==> config.mk <==
export PLATFORM = sky130hd
export DESIGN_NAME = rv32es_ram
export DESIGN_NICKNAME = d
export VERILOG_FILES = /design/src/rtl/rv32es_ram.sv
export SDC_FILE = /design/constraint.sdc
export NUM_CORES = 1
export LEC_CHECK = 0
export ABC_AREA = 1
export ABC_CLOCK_PERIOD_IN_PS = 2450
export BUFFER_PORTS_ARGS = -buffer_cell sky130_fd_sc_hd__buf_2
export CAP_MARGIN = 20
export CORE_UTILIZATION = 55
export DETAILED_ROUTE_END_ITERATION = 10
export PLACE_DENSITY = 0.74
export SETUP_SLACK_MARGIN = 0.5
export SLEW_MARGIN = 20
export SYNTH_ARGS = -nofsm -noshare
export SYNTH_HDL_FRONTEND = slang
export SYNTH_SLANG_ARGS = --single-unit
export TNS_END_PERCENT = 10
==> constraint.sdc <==
create_clock -name clock -period 2.45 [get_ports clock]
set_input_delay 0.49 -clock clock [delete_from_list [all_inputs] [get_ports clock]]
set_output_delay 0.49 -clock clock [all_outputs]
set_load 0.02 [all_outputs]
==> src/rtl/rv32es_ram.sv <==
// Generic single-write, single-read RAM with registered read data.
// Read returns the old contents on a same-address write. No dependencies.
module rv32es_ram #(
   parameter int unsigned Width = 32,
   parameter int unsigned Depth = 32,
   localparam int unsigned AddrW = $clog2(Depth)
) (
   input  logic             clock,
   input  logic             wr_en,
   input  logic [AddrW-1:0] wr_addr,
   input  logic [Width-1:0] wr_data,
   input  logic             rd_en,
   input  logic [AddrW-1:0] rd_addr,
   output logic [Width-1:0] rd_data
);

   logic [Width-1:0] mem_ff [Depth];
   logic [Width-1:0] rd_data_ff;

   always_ff @(posedge clock) begin
      if (wr_en) begin
         mem_ff[wr_addr] <= wr_data;
      end
      if (rd_en) begin
         rd_data_ff <= mem_ff[rd_addr];
      end
   end

   assign rd_data = rd_data_ff;

endmodule

* Word level (Yosys, flattened, before mapping)
Memory sizes are Yosys's and may differ from the RTL's. A register that Yosys moved wholly into a read port is not among the register bits.
Cells that the tools add are included.
** Cells by class
- Div/mod/pow operators :: 0
- $lt $le $gt $ge :: 0
- Reduce and logical (&&, ||, !) cells :: 0
- Multiply operators :: 0
- Mux-type cells :: 2
- Shifts and indexed selects :: 0
- Equal/unequal tests :: 0
- Bitwise operators :: 0
- $add $sub $neg :: 0
** Operators with widths (count)
- 1-bit two-way mux :: 2
** Storage, ports and cells
- Memories kept :: 1
- Input bits :: 45
- Register bits :: 0
- Logic and storage cells :: 3
- Memory bits (writable) :: 1024
- Output and inout port bits :: 32
- ROM bits :: 0
- Bits in latches :: 0
** Memories
- mem_ff :: words 32, width 32, read ports 1, clocked after Yosys merged registers in 1, write ports 1, RTL line 17 : logic [Width-1:0] mem_ff [Depth];

* Longest topological paths before layout
- Word-level depth :: 2
- Mapped depth :: 12
- Mapped depth without buffers :: 9

* Worst setup path before layout
Ideal clock, no wire load.
- Path kind :: input to register
- Start point :: input port wr_addr[0]
- End point :: memory mem_ff[8][0], enable pin
- Required time :: 2.029 ns
- Stages :: 3
- Library setup time :: 0.421 ns
- Data arrival time :: 2.145 ns
- Path buffers :: 0
- Path slack :: -0.116 ns
- Path through :: inv_1 -> nand3_1 -> nor2_1
** RTL lines
- start, declared :: RTL line 10 : input logic [AddrW-1:0] wr_addr,
- end, declared :: RTL line 17
Straight into the memory's write port.

* Final worst setup path
- Start point :: register rd_data_ff[17], in the netlist rd_data[17], read port of mem_ff
- End point :: output port rd_data[17]
** RTL lines
- start, declared :: RTL line 18 : logic [Width-1:0] rd_data_ff;
- end, declared :: RTL line 14 : output logic [Width-1:0] rd_data
No word-level cell between the ends.

==> key figures <==
Outcome
  • Status: complete, no violations

Routing
  • Drt via density: just under 6
  • DRT Pass-1 Iters: 6
  • DRT iter0 DRCs: 3576
  • Via count: 28090
  • Final wirelength: ~110000 um
  • Post-route ant nets: 0
  • DR WL/cell: between 20 and 25 um
  • DRC violations left: 0

STA
  • Setup TNS Final: 0 ns
  • Worst slew margin: between 50% and 60%
  • RSZ-0062 raised after global routing: true
  • Final count of pins violating max slew: 0
  • Fmax achieved: 513.1 MHz
  • Slew at the pin closest to its max-slew limit: roughly 0.67 ns
  • Final Hold Vio Count: 0
  • Final period util: 79.56%
  • Final setup fails: 0
  • Minimum clock period after layout: between 1.5 and 2 ns
  • Clock Skew: 0.02518 ns

Global route
  • M3 GR Usage: ~4.6%
  • GR Util met2: about 47%
  • Number of global-route vias before repair: 26780
  • GR peak layer: met2
  • First-pass GRT wire length: ~170000 um
  • Initial antenna violation count: 4
  • M1 GR Usage: around two fifths
  • Total grt overflow: 0
  • Total Routing Usage GR: about 29%
  • Largest net degree at the start of global routing: 100

Synthesis
  • Post-Syn Area: 42730 um^2
  • Mapped Cells: 3536
  • Yosys cell types: 13
  • Top cells by instance count after synthesis: nand2_1, edfxtp_1, nand3_1, buf_2, buf_6
  • Share of the synthesized area in the top cell type: 74.22%
  • #FFs+latches synth: roughly 1100
  • Yosys warning total: 0
  • Syn_nets: around 3600
  • EDFF count, synth: roughly 1100
  • Post-synthesis async set-or-reset flop share: 0%
  • Synth top area cells: edfxtp_1, nand2_1, nand3_1
  • Synth area leader: edfxtp_1
  • Sequential area share after synthesis: roughly three quarters
  • Syn Area/Cell: 12.08 um^2
  • Top_reg_cell synth: edfxtp_1
  • Top-count cell post-synth: nand2_1

Placed design
  • PortBufs: 76
  • GPL Wtd Cong: a little under 0.8
  • Hpwl dp: ~57000 um

Die
  • Core footprint: ~76000 um^2
  • Total die area: about 79000 um^2
  • Die height: approximately 280 um
  • FP Rows: between 100 and 150
  • Initial core utilization: ~56%
  • Die X: roughly 280 um
  • IO Count: a little under 80

Clock tree
  • CTS tree: built
  • Clk_lat worst skew: between 0.6 and 0.7 ns
  • # Post-CTS Setup Buffers: 0
  • Clock Tree Root: clkbuf_16
  • H-tree lvl count: 3
  • Cts bufs inserted: approximately 100
  • TritonCTS sink count: 1056
  • Clock buffer depth: 3
  • Worst-path clk slew: approximately 0.060 ns

Final layout
  • Filler Cells Inserted: around 5500
  • Layout Utilization: between 60% and 70%
  • Nets: 3671
  • Synthesis-to-layout area growth: 13.00%
  • Fraction of layout cells with a size suffix above 1: approximately 10%

Critical path
  • Nature of the critical path endpoint: primary output
  • Worst-path maximum fanout: 1
  • Crit-path max cell delay: around 0.58 ns
  • Worst-path cell chain: buf_6
  • Bufs and invs on worst path: 1
  • Crit path required time: between 1.5 and 2 ns
  • CP delay by family, top: flip-flops
  • Critical Path Slowest Stage Cell: edfxtp_1
  • Critical Path AT: roughly 1.5 ns
  • Worst setup SP type: flop
  • Setup CP Type: flop to primary output

Flow run
  • Max_cap viols: 0

Power
  • Leakage dissipation: around 18 nW
  • Overall power: around 38 mW
  • Maximum VDD drop: 0.5497 mV
  • Pwr/cell area: 795.2 nW/um^2

Worst hold path
  • HP Class: input port to flop
## metrics by stage
stage / worst slack [ns] / instance area [um^2] / hold slack [ns] / std cells
2_1_floorplan: 0.2565 / 42810 / 0.5889 / 3536
3_3_place_gp: 0.3098 / 44930 / 0.7990 / 4552
3_5_place_dp: 0.2967 / 44930 / 0.8113 / 4552
4_1_cts: 0.4888 / 48280 / 0.2887 / 4734
5_1_grt: 0.4644 / 48280 / 0.3215 / 4734
6_report: 0.5009 / 48280 / 0.3040 / 4735
## cells in the final DEF (no fill, tap or decap), drive strengths merged
master	instances
bufinv	13
nand2	1440
nor2	32
clkbuf	123
clkinvlp	2
edfxtp	1056
diode	1
nand3	780
inv	13
clkinv	41
buf	204
## layer usage
metal	vias up	routed length (um)
met5	-	24
met4	4	4153
met3	254	11410
met2	1624	54080
met1	13650	42710
li1	12560	-
## report_power, final
part,internal [mW],switching [mW],total (mW)
logic,0.679,1.72,2.40
registers,20.2,0.0934,20.3
clock network,9.14,6.60,15.7
total,30.0,8.42,38.4
## timing repair
item / CTS / global route
gates resized for setup: 2 / 0
endpoints found under the hold margin: 0 / 0
pin swaps: 0 / 0
hold buffers: 0 / 0
endpoints found under the setup margin: 1 / 1
## worst reg2reg max path: stages (launching register included)
cell and delay (ns):
edfxtp_1 0.41, nand2_1 0.09, nand3_1 0.07, nand3_1 0.08
nand2_1 0.08, nand2_1 0.06, nand2_1 0.06, nand2_1 0.07
nand2_1 0.13
## layout make-up
cell class / count / area, um^2 / share of cell area (%)
flip-flops and latches: 1056 / 31710 / 65.68
multi-input cells: 2252 / 9669 / 20.03
clock buffers: 123 / 2674 / 5.538
repair buffers: 204 / 2202 / 4.561
well taps: 1030 / 1289 / 2.669
clock inverters: 59 / 666.9 / 1.381
inverters: 10 / 67.56 / 0.1399
diodes: 1 / 2.502 / 0.005183
## cell families (layout without fill, tap and decap cells)
kind of cell           Yosys count  after routing  share of synthesized area, %
buffers and inverters          228            396                         3.713
DFF                           1056           1056                         74.22
other                            0              1                             0
and+or+nand+nor               2252           2252                         22.07
## registers in the layout, indices dropped and copies added (netlist names)
name and flops:
rd_data 32, mem_ff 1024
## final timing paths
check	startpoint	endpoint	slack (ns)	depth (start not counted)
worst max register to register	mem_ff[30][25]	rd_data[25]	1.11	8
worst min register to register	mem_ff[14][27]	rd_data[27]	0.82	8
worst max-delay path	rd_data[17]	rd_data[17]	0.50	1
worst min-delay path	wr_data[12]	mem_ff[28][12]	0.30	1
Power figures use the tool's default switching activity.
